File: src/hdl/iir_direct_form_one_filter_macros.svh
// Assertion shorthands for the IIR filter; each samples on clk and
// is disabled while rst_n is low.
`ifndef IIR_DIRECT_FORM_ONE_FILTER_MACROS_SVH
`define IIR_DIRECT_FORM_ONE_FILTER_MACROS_SVH

// Condition and consequence in the same cycle.
`define IIRDF1_ASSERT_NOW(label, cond, conseq, msg) \
    label: assert property (@(posedge clk) disable iff (!rst_n) (cond) |-> (conseq)) \
        else $error(msg);

// Consequence in the cycle after the condition.
`define IIRDF1_ASSERT_NEXT(label, cond, conseq, msg) \
    label: assert property (@(posedge clk) disable iff (!rst_n) (cond) |=> (conseq)) \
        else $error(msg);

`endif

File: src/hdl/iirdf1_pkg.sv
package iirdf1_pkg;

    localparam int TAPS_DEFAULT       = 13;
    localparam int COEF_FRAC_DEFAULT  = 31;
    localparam int OUT_FRAC_DEFAULT   = 16;

    localparam int SAMPLE_W = 16;
    localparam int DIFF_W   = 17;
    localparam int INDEX_W  = 4;
    localparam int COEF_W   = 40;
    localparam int OUT_W    = 40;
    // operand split for the shared multiplier: two 20-bit chunks per 40-bit word
    localparam int CHUNK_W  = 20;
    localparam int MUL_W    = CHUNK_W + 1;
    localparam int PROD_W   = 2 * MUL_W;

    typedef enum logic [1:0] {
        OP_SAMPLE  = 2'd0,
        OP_WRITE_B = 2'd1,
        OP_WRITE_A = 2'd2,
        OP_RESTART = 2'd3
    } opcode_t;

    typedef struct packed {
        opcode_t                     opcode;
        logic signed [SAMPLE_W-1:0]  sample;
        logic [INDEX_W-1:0]          coef_index;
        logic signed [COEF_W-1:0]    coef_value;
    } feed_item_t;

    typedef struct packed {
        logic signed [OUT_W-1:0] filtered;
        logic                    saturated;
    } result_item_t;

    typedef enum logic [2:0] {
        ST_IDLE,
        ST_LOAD,
        ST_MAC,
        ST_DRAIN,
        ST_ROUND,
        ST_SAT,
        ST_OUT
    } state_t;

    typedef enum logic [1:0] {
        DATA_LO,
        DATA_HI,
        DATA_ALL
    } data_sel_t;

    typedef enum logic [2:0] {
        SHIFT_NONE,
        SHIFT_ONE_CHUNK,
        SHIFT_TWO_CHUNK,
        SHIFT_SCALE,
        SHIFT_SCALE_CHUNK
    } shift_sel_t;

    typedef struct packed {
        logic       clear;
        logic       load;
        logic       issue;
        logic       coef_hi;
        data_sel_t  data_sel;
        shift_sel_t shift;
        logic       sub;
        logic       round;
    } mac_ctl_t;

    typedef struct packed {
        logic wr_b;
        logic wr_a;
        logic push_x;
        logic push_y;
        logic clear;
    } store_cmd_t;

endpackage

File: src/hdl/iirdf1_stream_if.sv
interface iirdf1_feed_if
    import iirdf1_pkg::*;
();
    logic       valid;
    logic       ready;
    feed_item_t data;

    modport source (output valid, output data, input ready);
    modport sink   (input valid, input data, output ready);
endinterface

interface iirdf1_result_if
    import iirdf1_pkg::*;
();
    logic         valid;
    logic         ready;
    result_item_t data;

    modport source (output valid, output data, input ready);
    modport sink   (input valid, input data, output ready);
endinterface

File: src/hdl/iirdf1_mac.sv
module iirdf1_mac
    import iirdf1_pkg::*;
#(
    parameter int TAPS           = TAPS_DEFAULT,
    parameter int COEF_FRAC_BITS = COEF_FRAC_DEFAULT,
    parameter int OUT_FRAC_BITS  = OUT_FRAC_DEFAULT
)
(
    input  logic                     clk,
    input  logic                     rst_n,
    input  mac_ctl_t                 ctl,
    input  logic signed [COEF_W-1:0] coef,
    input  logic signed [COEF_W-1:0] data,
    output logic signed [OUT_W-1:0]  y,
    output logic                     sat
);

    // exact sum of up to 2*TAPS products of at most 80 bits
    localparam int ACC_W = 81 + $clog2(2 * TAPS);
    localparam int TOP_LSB = COEF_FRAC_BITS + OUT_W - 1;
    localparam logic signed [ACC_W-1:0] ROUND_HALF =
        ACC_W'(1) <<< (COEF_FRAC_BITS - 1);
    localparam logic signed [OUT_W-1:0] Y_MAX = {1'b0, {(OUT_W-1){1'b1}}};
    localparam logic signed [OUT_W-1:0] Y_MIN = {1'b1, {(OUT_W-1){1'b0}}};

    logic signed [COEF_W-1:0] op_coef_reg;
    logic signed [COEF_W-1:0] op_data_reg;
    logic signed [MUL_W-1:0]  mul_a;
    logic signed [MUL_W-1:0]  mul_b;
    logic signed [PROD_W-1:0] prod_reg;
    logic                     prod_vld_reg;
    logic                     prod_sub_reg;
    shift_sel_t               prod_shift_reg;
    logic signed [ACC_W-1:0]  prod_ext;
    logic signed [ACC_W-1:0]  addend;
    logic signed [ACC_W-1:0]  acc_reg;
    logic [ACC_W-TOP_LSB-1:0] acc_top;

    always_ff @(posedge clk)
    begin
        if (ctl.load)
        begin
            op_coef_reg <= coef;
            op_data_reg <= data;
        end
    end

    // upper chunks carry the sign, lower chunks are plain magnitudes
    always_comb
    begin
        if (ctl.coef_hi)
            mul_a = MUL_W'($signed(op_coef_reg[COEF_W-1:CHUNK_W]));
        else
            mul_a = {1'b0, op_coef_reg[CHUNK_W-1:0]};
        case (ctl.data_sel)
            DATA_HI:  mul_b = MUL_W'($signed(op_data_reg[COEF_W-1:CHUNK_W]));
            DATA_ALL: mul_b = op_data_reg[MUL_W-1:0];
            default:  mul_b = {1'b0, op_data_reg[CHUNK_W-1:0]};
        endcase
    end

    always_ff @(posedge clk or negedge rst_n)
    begin
        if (!rst_n)
            prod_vld_reg <= 1'b0;
        else
            prod_vld_reg <= ctl.issue;
    end

    always_ff @(posedge clk)
    begin
        if (ctl.issue)
        begin
            prod_reg       <= mul_a * mul_b;
            prod_sub_reg   <= ctl.sub;
            prod_shift_reg <= ctl.shift;
        end
    end

    assign prod_ext = ACC_W'(prod_reg);

    always_comb
    begin
        case (prod_shift_reg)
            SHIFT_ONE_CHUNK:   addend = prod_ext <<< CHUNK_W;
            SHIFT_TWO_CHUNK:   addend = prod_ext <<< (2 * CHUNK_W);
            SHIFT_SCALE:       addend = prod_ext <<< OUT_FRAC_BITS;
            SHIFT_SCALE_CHUNK: addend = prod_ext <<< (OUT_FRAC_BITS + CHUNK_W);
            default:           addend = prod_ext;
        endcase
    end

    always_ff @(posedge clk)
    begin
        if (ctl.clear)
            acc_reg <= '0;
        else if (prod_vld_reg)
            acc_reg <= prod_sub_reg ? acc_reg - addend : acc_reg + addend;
        else if (ctl.round)
            acc_reg <= acc_reg + ROUND_HALF;
    end

    // clip when the bits above the output field are not a plain sign extension
    assign acc_top = acc_reg[ACC_W-1:TOP_LSB];
    assign sat     = !((&acc_top) || !(|acc_top));
    assign y       = sat ? (acc_reg[ACC_W-1] ? Y_MIN : Y_MAX)
                         : acc_reg[TOP_LSB:COEF_FRAC_BITS];

endmodule

File: src/hdl/iirdf1_store.sv
module iirdf1_store
    import iirdf1_pkg::*;
#(
    parameter int TAPS = TAPS_DEFAULT,
    localparam int TAP_W = $clog2(TAPS)
)
(
    input  logic                     clk,
    input  logic                     rst_n,
    input  store_cmd_t               cmd,
    input  logic [TAP_W-1:0]         wr_tap,
    input  logic signed [COEF_W-1:0] wr_coef,
    input  logic signed [DIFF_W-1:0] push_diff,
    input  logic signed [OUT_W-1:0]  push_y,
    input  logic                     rd_fb,
    input  logic [TAP_W-1:0]         rd_tap,
    output logic signed [COEF_W-1:0] rd_coef,
    output logic signed [COEF_W-1:0] rd_data
);

    localparam int OH_DEPTH = TAPS - 1;
    localparam int OH_W     = (TAPS > 2) ? $clog2(TAPS - 1) : 1;

    logic signed [COEF_W-1:0] b_coef [TAPS];
    logic signed [COEF_W-1:0] a_coef [TAPS];
    logic signed [DIFF_W-1:0] in_hist [TAPS];
    logic signed [OUT_W-1:0]  out_hist [OH_DEPTH];
    logic [OH_W-1:0]          oh_idx;

    always_ff @(posedge clk)
    begin
        if (cmd.wr_b)
            b_coef[wr_tap] <= wr_coef;
        if (cmd.wr_a)
            a_coef[wr_tap] <= wr_coef;
    end

    always_ff @(posedge clk or negedge rst_n)
    begin
        if (!rst_n)
        begin
            for (int i = 0; i < TAPS; i++)
                in_hist[i] <= '0;
            for (int i = 0; i < OH_DEPTH; i++)
                out_hist[i] <= '0;
        end
        else if (cmd.clear)
        begin
            for (int i = 0; i < TAPS; i++)
                in_hist[i] <= '0;
            for (int i = 0; i < OH_DEPTH; i++)
                out_hist[i] <= '0;
        end
        else
        begin
            if (cmd.push_x)
            begin
                in_hist[0] <= push_diff;
                for (int i = 1; i < TAPS; i++)
                    in_hist[i] <= in_hist[i-1];
            end
            if (cmd.push_y)
            begin
                out_hist[0] <= push_y;
                for (int i = 1; i < OH_DEPTH; i++)
                    out_hist[i] <= out_hist[i-1];
            end
        end
    end

    // feedback tap k pairs with the output delayed by k samples
    assign oh_idx  = OH_W'(rd_tap - 1'b1);
    assign rd_coef = rd_fb ? a_coef[rd_tap] : b_coef[rd_tap];
    assign rd_data = rd_fb ? out_hist[oh_idx] : COEF_W'(in_hist[rd_tap]);

endmodule

File: src/hdl/iir_direct_form_one_filter.sv
// Channel  | Modport | Payload                                    | Transaction
// ---------+---------+--------------------------------------------+---------------------------
// feed     | sink    | opcode, sample, coef_index, coef_value     | one command or sample
// result   | source  | filtered, saturated                        | one output per sample
//
// A sample holds the block from acceptance until its output step, and no new item
// is taken meanwhile: one shared 21x21 multiplier takes two partial products per
// feedforward tap and four per feedback tap, plus load, drain, round, clip, output
// and idle steps. The result is registered in the output step.
// Coefficient writes and restart are taken in the idle step, which stays ready.
// Reset (rst_n low, asynchronous) clears histories, arms the baseline capture
// and empties the result register; coefficients are undefined until written.
// A stalled result holds in its register; a new item is accepted meanwhile,
// and a following sample waits at its end until the register is free.
module iir_direct_form_one_filter
    import iirdf1_pkg::*;
#(
    parameter int TAPS           = TAPS_DEFAULT,
    parameter int COEF_FRAC_BITS = COEF_FRAC_DEFAULT,
    parameter int OUT_FRAC_BITS  = OUT_FRAC_DEFAULT
)
(
    input  logic                    clk,
    input  logic                    rst_n,
    iirdf1_feed_if.sink             feed,
    iirdf1_result_if.source         result
);

`include "iir_direct_form_one_filter_macros.svh"

    localparam int TAP_W = $clog2(TAPS);
    localparam logic [TAP_W-1:0] LAST_TAP = TAP_W'(TAPS - 1);

    // sequencer state
    state_t                     state_reg, state_next;
    logic [TAP_W-1:0]           tap_reg, tap_next;
    logic                       fb_reg, fb_next;
    logic [1:0]                 part_reg, part_next;
    logic                       armed_reg, armed_next;
    logic signed [SAMPLE_W-1:0] base_reg, base_next;

    // finished output, waiting for the result register
    logic signed [OUT_W-1:0]    y_reg, y_next;
    logic                       sat_reg, sat_next;

    // result register
    logic                       res_valid_reg;
    result_item_t               res_data_reg;
    logic                       res_load;

    logic                       accept;
    logic                       idx_ok;
    logic                       last_part;
    logic signed [DIFF_W-1:0]   diff;

    mac_ctl_t                   mac_ctl;
    store_cmd_t                 store_cmd;
    logic                       rd_fb;
    logic [TAP_W-1:0]           rd_tap;
    logic signed [COEF_W-1:0]   rd_coef;
    logic signed [COEF_W-1:0]   rd_data;
    logic signed [OUT_W-1:0]    mac_y;
    logic                       mac_sat;

    assign accept = feed.valid && feed.ready;
    assign idx_ok = (32'(feed.data.coef_index) < TAPS);

    // The first sample after reset or restart is its own baseline: difference zero.
    assign diff = DIFF_W'(feed.data.sample)
                - (armed_reg ? DIFF_W'(feed.data.sample) : DIFF_W'(base_reg));

    // Feedforward terms take two partial products, feedback terms four.
    assign last_part = fb_reg ? (part_reg == 2'd3) : (part_reg == 2'd1);

    iirdf1_store #(
        .TAPS (TAPS)
    ) u_store (
        .clk       (clk),
        .rst_n     (rst_n),
        .cmd       (store_cmd),
        .wr_tap    (TAP_W'(feed.data.coef_index)),
        .wr_coef   (feed.data.coef_value),
        .push_diff (diff),
        .push_y    (mac_y),
        .rd_fb     (rd_fb),
        .rd_tap    (rd_tap),
        .rd_coef   (rd_coef),
        .rd_data   (rd_data)
    );

    iirdf1_mac #(
        .TAPS           (TAPS),
        .COEF_FRAC_BITS (COEF_FRAC_BITS),
        .OUT_FRAC_BITS  (OUT_FRAC_BITS)
    ) u_mac (
        .clk   (clk),
        .rst_n (rst_n),
        .ctl   (mac_ctl),
        .coef  (rd_coef),
        .data  (rd_data),
        .y     (mac_y),
        .sat   (mac_sat)
    );

    always_ff @(posedge clk or negedge rst_n)
    begin
        if (!rst_n)
        begin
            state_reg <= ST_IDLE;
            tap_reg   <= '0;
            fb_reg    <= 1'b0;
            part_reg  <= '0;
            armed_reg <= 1'b1;
            base_reg  <= '0;
        end
        else
        begin
            state_reg <= state_next;
            tap_reg   <= tap_next;
            fb_reg    <= fb_next;
            part_reg  <= part_next;
            armed_reg <= armed_next;
            base_reg  <= base_next;
        end
    end

    always_ff @(posedge clk)
    begin
        y_reg   <= y_next;
        sat_reg <= sat_next;
    end

    always_comb
    begin
        state_next = state_reg;
        tap_next   = tap_reg;
        fb_next    = fb_reg;
        part_next  = part_reg;
        armed_next = armed_reg;
        base_next  = base_reg;
        y_next     = y_reg;
        sat_next   = sat_reg;
        feed.ready = 1'b0;
        res_load   = 1'b0;
        rd_fb      = fb_reg;
        rd_tap     = tap_reg;
        store_cmd  = '0;
        mac_ctl    = '0;
        mac_ctl.data_sel = DATA_ALL;
        mac_ctl.shift    = SHIFT_NONE;

        unique case (state_reg)
            ST_IDLE:
            begin
                feed.ready = 1'b1;
                if (feed.valid)
                begin
                    unique case (feed.data.opcode)
                        OP_SAMPLE:
                        begin
                            // capture the baseline when armed, push the difference, start over
                            store_cmd.push_x = 1'b1;
                            if (armed_reg)
                                base_next = feed.data.sample;
                            armed_next    = 1'b0;
                            mac_ctl.clear = 1'b1;
                            tap_next      = '0;
                            fb_next       = 1'b0;
                            part_next     = '0;
                            state_next    = ST_LOAD;
                        end
                        OP_WRITE_B:
                            store_cmd.wr_b = idx_ok;
                        OP_WRITE_A:
                            store_cmd.wr_a = idx_ok;
                        OP_RESTART:
                        begin
                            store_cmd.clear = 1'b1;
                            armed_next      = 1'b1;
                        end
                    endcase
                end
            end

            ST_LOAD:
            begin
                // fetch operands of the first feedforward tap
                rd_fb         = 1'b0;
                rd_tap        = '0;
                mac_ctl.load  = 1'b1;
                state_next    = ST_MAC;
            end

            ST_MAC:
            begin
                mac_ctl.issue = 1'b1;
                if (!fb_reg)
                begin
                    mac_ctl.coef_hi  = part_reg[0];
                    mac_ctl.data_sel = DATA_ALL;
                    mac_ctl.shift    = part_reg[0] ? SHIFT_SCALE_CHUNK : SHIFT_SCALE;
                end
                else
                begin
                    mac_ctl.sub      = 1'b1;
                    mac_ctl.coef_hi  = part_reg[1];
                    mac_ctl.data_sel = part_reg[0] ? DATA_HI : DATA_LO;
                    case (part_reg) inside
                        2'd0:       mac_ctl.shift = SHIFT_NONE;
                        2'd1, 2'd2: mac_ctl.shift = SHIFT_ONE_CHUNK;
                        default:    mac_ctl.shift = SHIFT_TWO_CHUNK;
                    endcase
                end

                if (!last_part)
                    part_next = part_reg + 2'd1;
                else
                begin
                    part_next = '0;
                    if (fb_reg && (tap_reg == LAST_TAP))
                        state_next = ST_DRAIN;
                    else
                    begin
                        // advance to the next term and fetch its operands
                        if (!fb_reg && (tap_reg == LAST_TAP))
                        begin
                            fb_next  = 1'b1;
                            tap_next = TAP_W'(1);
                        end
                        else
                            tap_next = TAP_W'(tap_reg + 1'b1);
                        rd_fb        = fb_next;
                        rd_tap       = tap_next;
                        mac_ctl.load = 1'b1;
                    end
                end
            end

            ST_DRAIN:
                // last partial product enters the accumulator
                state_next = ST_ROUND;

            ST_ROUND:
            begin
                mac_ctl.round = 1'b1;
                state_next    = ST_SAT;
            end

            ST_SAT:
            begin
                store_cmd.push_y = 1'b1;
                y_next           = mac_y;
                sat_next         = mac_sat;
                state_next       = ST_OUT;
            end

            ST_OUT:
            begin
                // hold until the result register is free
                if (!res_valid_reg || result.ready)
                begin
                    res_load   = 1'b1;
                    state_next = ST_IDLE;
                end
            end

            default:
                state_next = ST_IDLE;
        endcase
    end

    always_ff @(posedge clk or negedge rst_n)
    begin
        if (!rst_n)
            res_valid_reg <= 1'b0;
        else if (res_load)
            res_valid_reg <= 1'b1;
        else if (result.ready)
            res_valid_reg <= 1'b0;
    end

    always_ff @(posedge clk)
    begin
        if (res_load)
        begin
            res_data_reg.filtered  <= y_reg;
            res_data_reg.saturated <= sat_reg;
        end
    end

    assign result.valid = res_valid_reg;
    assign result.data  = res_data_reg;

    // A result appears only from the output step of the sequencer.
    `IIRDF1_ASSERT_NOW(a_result_from_out, $rose(result.valid), $past(state_reg == ST_OUT), "result valid rose outside the output step")

    // An accepted sample always starts the operand fetch.
    `IIRDF1_ASSERT_NEXT(a_sample_starts, accept && (feed.data.opcode == OP_SAMPLE), state_reg == ST_LOAD, "sample did not start the multiply-accumulate sequence")

    // A waiting result is never overwritten by the next one.
    `IIRDF1_ASSERT_NEXT(a_out_waits, (state_reg == ST_OUT) && result.valid && !result.ready, state_reg == ST_OUT, "pending result overwritten")

endmodule

File: src/flat_wrapper.sv
// flat-port wrapper written by rule: the top's interface ports become plain ports
module iir_direct_form_one_filter_flat import iirdf1_pkg::*;
#(
    parameter int TAPS           = TAPS_DEFAULT,
    parameter int COEF_FRAC_BITS = COEF_FRAC_DEFAULT,
    parameter int OUT_FRAC_BITS  = OUT_FRAC_DEFAULT
)
  (clk, rst_n, feed_valid, feed_data, feed_ready, result_valid, result_data, result_ready);
  iirdf1_feed_if feed_i ();
  iirdf1_result_if result_i ();
  input  logic clk;
  input  logic rst_n;
  input wire logic [$bits(feed_i.valid)-1:0] feed_valid;
  input wire logic [$bits(feed_i.data)-1:0] feed_data;
  output wire logic [$bits(feed_i.ready)-1:0] feed_ready;
  output wire logic [$bits(result_i.valid)-1:0] result_valid;
  output wire logic [$bits(result_i.data)-1:0] result_data;
  input wire logic [$bits(result_i.ready)-1:0] result_ready;
  assign feed_i.valid = feed_valid;
  assign feed_i.data = feed_data;
  assign feed_ready = feed_i.ready;
  assign result_valid = result_i.valid;
  assign result_data = result_i.data;
  assign result_i.ready = result_ready;
  iir_direct_form_one_filter #(.TAPS(TAPS), .COEF_FRAC_BITS(COEF_FRAC_BITS), .OUT_FRAC_BITS(OUT_FRAC_BITS)) u_core (.clk(clk), .rst_n(rst_n), .feed(feed_i), .result(result_i));
endmodule
File: config.mk
export PLATFORM = sky130hd
export DESIGN_NAME = iir_direct_form_one_filter_flat
export DESIGN_NICKNAME = d
export VERILOG_FILES = /design/src/hdl/iirdf1_pkg.sv /design/src/hdl/iirdf1_stream_if.sv /design/src/hdl/iirdf1_mac.sv /design/src/hdl/iirdf1_store.sv /design/src/hdl/iir_direct_form_one_filter.sv /design/src/flat_wrapper.sv
export VERILOG_INCLUDE_DIRS = /design/src /design/src/hdl
export SDC_FILE = /design/constraint.sdc
export NUM_CORES = 2
export LEC_CHECK = 0
export BUFFER_PORTS_ARGS = -buffer_cell sky130_fd_sc_hd__buf_2
export CORE_MARGIN = 1.5
export CORE_UTILIZATION = 36
export DETAILED_ROUTE_END_ITERATION = 8
export HOLD_SLACK_MARGIN = 0.03
export MAX_ROUTING_LAYER = met4
export PLACE_DENSITY = 0.56
export SLEW_MARGIN = 5
export SYNTH_ARGS = -nofsm -noshare
export SYNTH_HDL_FRONTEND = slang
export SYNTH_SLANG_ARGS = --single-unit
File: constraint.sdc
create_clock -name clk -period 10.8 [get_ports clk]
set_clock_uncertainty 0.1 [all_clocks]
set_input_delay 0 -clock clk [delete_from_list [all_inputs] [get_ports clk]]
set_output_delay 0 -clock clk [all_outputs]
set_load 0.01 [all_outputs]
==> metrics.md <==
| Metric | Value |
|---|---|
| CTS tree | `built` |
| Critical Path Max Stage Delay | `0.87 ns` |
| Slew headroom | `22.3%` |
| Filler cells | `29.0k` |
| DPL Wire Length | `208000 microns` |
| Final Slew Violations | `0` |
| I/O pin count | `109` |
| Hold Vio Cnt, Final | `0` |
| Share of cells above drive strength 1 | `9.41%` |
| All-Layer GR Usage | `21.9%` |
| Asr flop ratio synth | `35.4%` |
| Initial antenna violation count | `28` |
| Run status | `finished clean` |
| Syn. warnings | `0` |
| Largest area contributor in the netlist | `edfxtp_1` |
| First-pass GRT wire length | `503000 microns` |
| Critical path required time | `11.33 ns` |
| Largest registers | `u_core.u_store.a_coef x520, u_core.u_store.b_coef x520, u_core.u_store.out_hist x480` |
| Synth Instances | `9580` |
| Area contributors post-synth | `edfxtp_1, dfrtp_1, fa_1` |
| R2R setup slack | `0.68 ns` |
| Die H | `557 microns` |
| Number of global-route vias before repair | `76.8k` |
| CP Data Arrival Time | `10.65 ns` |
| Wire per inst | `24.3 microns` |
| Main synth FF type | `edfxtp_1` |
| Fmax | `0.0989 GHz` |
| Synthesized area per cell | `11.5 sq um` |
| Initial Util | `36.2%` |
| Crit path to | `u_core.u_mac.prod_reg[40]` |
| Worst-skew pair later-pin latency | `0.97 ns` |
| Setup TNS | `0 ns` |
| Core area | `0.306 sq mm` |
| Synth Cell Area | `0.111 sq mm` |
| Fin crit period | `10.12 ns` |
| Sequential-to-total area share from yosys stat | `51.9%` |
| Measured slew at the worst slew-check pin | `1.16 ns` |
| Crit Path Class | `flop to flop` |
| Number of synthesized register bits | `2064` |
| Final setup viols | `0` |
| Most common cell type on the critical path | `inv_1` |
| Critical path endpoint category | `flop` |
| CTS Sinks | `2064` |
| Crit Path Max Fanout | `29` |
| Final worst-path cycle share | `93.7%` |
| Crit path launch type | `flop` |
| CTS buffer count | `222` |
| Critical R2R Launch | `u_core.state_reg[1]` |
| Nets | `10.3k` |
| H-tree depth | `4` |
| Synth cell types | `92` |
| Initial DRC count | `7151` |
| Top cell type's share of synthesized area | `33.9%` |
| CP startpoint | `u_core.state_reg[1]` |
| Antenna Nets Post-Route | `0` |
| RSZ-0062 raised after global routing | `false` |
| DRC | `0` |
| Area of the multi-input gates | `0.0486 sq mm` |
| Reg-to-Reg End | `u_core.u_mac.prod_reg[40]` |
| FF-to-FF path depth | `35` |
| Final WL | `336000 microns` |
| Largest net degree at the start of global routing | `220` |
| Hold Path Class | `input port to flop` |
| Max Cap Violations | `0` |
| Initial DRT Pass Iterations | `6` |
| Worst-path clk slew | `0.06 ns` |
| PortBufs | `108` |
| Die Wd | `557 microns` |
| Die Footprint | `0.311 sq mm` |
| Syn Nets | `10.3k` |
| Routed vias/inst | `5.64` |
| Row count | `203` |
| Sequential cell area | `0.0575 sq mm` |
| Area grow syn2layout | `12.7%` |
| RePlAce Congestion | `0.929` |
| CTS max path bufs | `4` |
| Vias | `77.9k` |
| WHS | `0.0923 ns` |
| GRT overflow | `0` |
| Root Buffer | `clkbuf_16` |
| Crit-path slowest cell | `a2111oi_1` |
| Number of synthesized flops with an enable pin | `1248` |
[repair_timing]
action | in CTS | in global routing
hold buffers | 135 | 0
setup endpoints to repair | 0 | 2
gates resized for setup | 0 | 2
endpoints found under the hold margin | 1697 | 0
setup buffers | 0 | 0
[cells in the mapped netlist, types with 87 or more instances]
library cell / count
and2_1: 305
mux4_2: 136
a211oi_1: 360
o21ai_0: 217
a21oi_1: 402
a21o_1: 122
nor2_1: 491
fa_1: 461
xnor2_1: 169
inv_1: 599
clkbuf_1: 641
a22o_1: 591
nand2_1: 1316
dfrtp_1: 729
nor3_1: 87
a311oi_1: 291
edfxtp_1: 1248
ha_1: 225
[worst min-delay path by stage]
stage                             from                           end  slack, ns  cells after the start
after floorplan                  rst_n            u_core.base_reg[0]      -0.40                      0
after global placement           rst_n   u_core.u_store.in_hist[163]       0.05                      1
after detailed placement         rst_n   u_core.u_store.in_hist[163]       0.06                      1
after CTS                 feed_data[9]   u_core.u_store.a_coef[5][9]       0.03                      2
after global routing      feed_data[9]   u_core.u_store.a_coef[5][9]       0.07                      2
final                     feed_data[9]  u_core.u_store.a_coef[12][9]       0.09                      2
[layout by cell type, fill, tap and decap left out, types with 30 or more instances in the layout]
master / instances
a211o_1: 43
a211oi_1: 360
a21o_1: 122
a21oi_1: 400
a22o_1: 590
a311oi_1: 291
a31oi_1: 71
and2_1: 305
buf_2: 107
buf_4: 159
clkbuf_1: 38
clkbuf_16: 225
clkinv_2: 43
dfrtp_1: 728
dfxtp_1: 86
dlygate4sd3_1: 134
edfxtp_1: 1248
fa_1: 461
ha_1: 224
inv_1: 596
mux2_2: 40
mux2i_1: 68
mux4_2: 136
nand2_1: 1314
nand2b_1: 42
nand3_1: 73
nand4_1: 54
nor2_1: 461
nor3_1: 84
o21ai_0: 217
o21bai_1: 30
o311ai_0: 44
o31ai_1: 58
xnor2_1: 166
xor2_1: 84
[per-layer routing]
layer / track usage, % / share of wire (%) / wire length [microns] / up-vias
li1: - / - / - / 34800
met1: 30.2 / 45 / 151000 / 40300
met2: 34.1 / 47 / 157000 / 2389
met3: 2.57 / 5.6 / 18700 / 472
met4: 5.88 / 2.7 / 9000 / 0
met5: - / 0 / 0 / -
[cell families after synthesis]
logic type	share of synthesized area (%)
xor gates and xnor gates	2.00
muxes	3.81
adders and majority gates	10.9
AOI/OAI and AO/OA	16.6
buffers and inverters	4.49
and+or+nand+nor	10.2
DFF	51.9
[final cells by class]
type / instances / area share [%]
clock inverters: 127 / 1.26
clock buffers: 286 / 4.88
repair buffers: 420 / 2.79
well taps: 4100 / 4.11
multi-input cells: 6203 / 39.0
diodes: 20 / 0.0401
flip-flops and latches: 2064 / 46.1
inverters: 603 / 1.83
[per-stage QoR]
| step | cells | setup slack [ns] | utilization, % | cell area (sq um) |
|---|---|---|---|---|
| 5_1_grt | 13800 | 0.0313 | 40.8 | 125000 |
| 3_3_place_gp | 13300 | 0.508 | 37.8 | 116000 |
| 3_5_place_dp | 13300 | 0.331 | 37.8 | 116000 |
| 4_1_cts | 13800 | 0.358 | 40.8 | 125000 |
| 2_1_floorplan | 9580 | 1.44 | - | 111000 |
| 6_report | 13800 | 0.684 | 40.8 | 125000 |
[critical path, delay by kind of cell, from the launching register on]
kind,cells,cell delay [ns]
fa+ha+maj,9,4.13
flops,1,0.56
simple gates,7,1.19
xor+xnor,1,0.12
buf+inv,9,0.78
compound gates,9,2.99
Power is left out: the tool's default activity adds up to more than one toggle a clock period on the data nets, which glitch-free logic cannot reach.
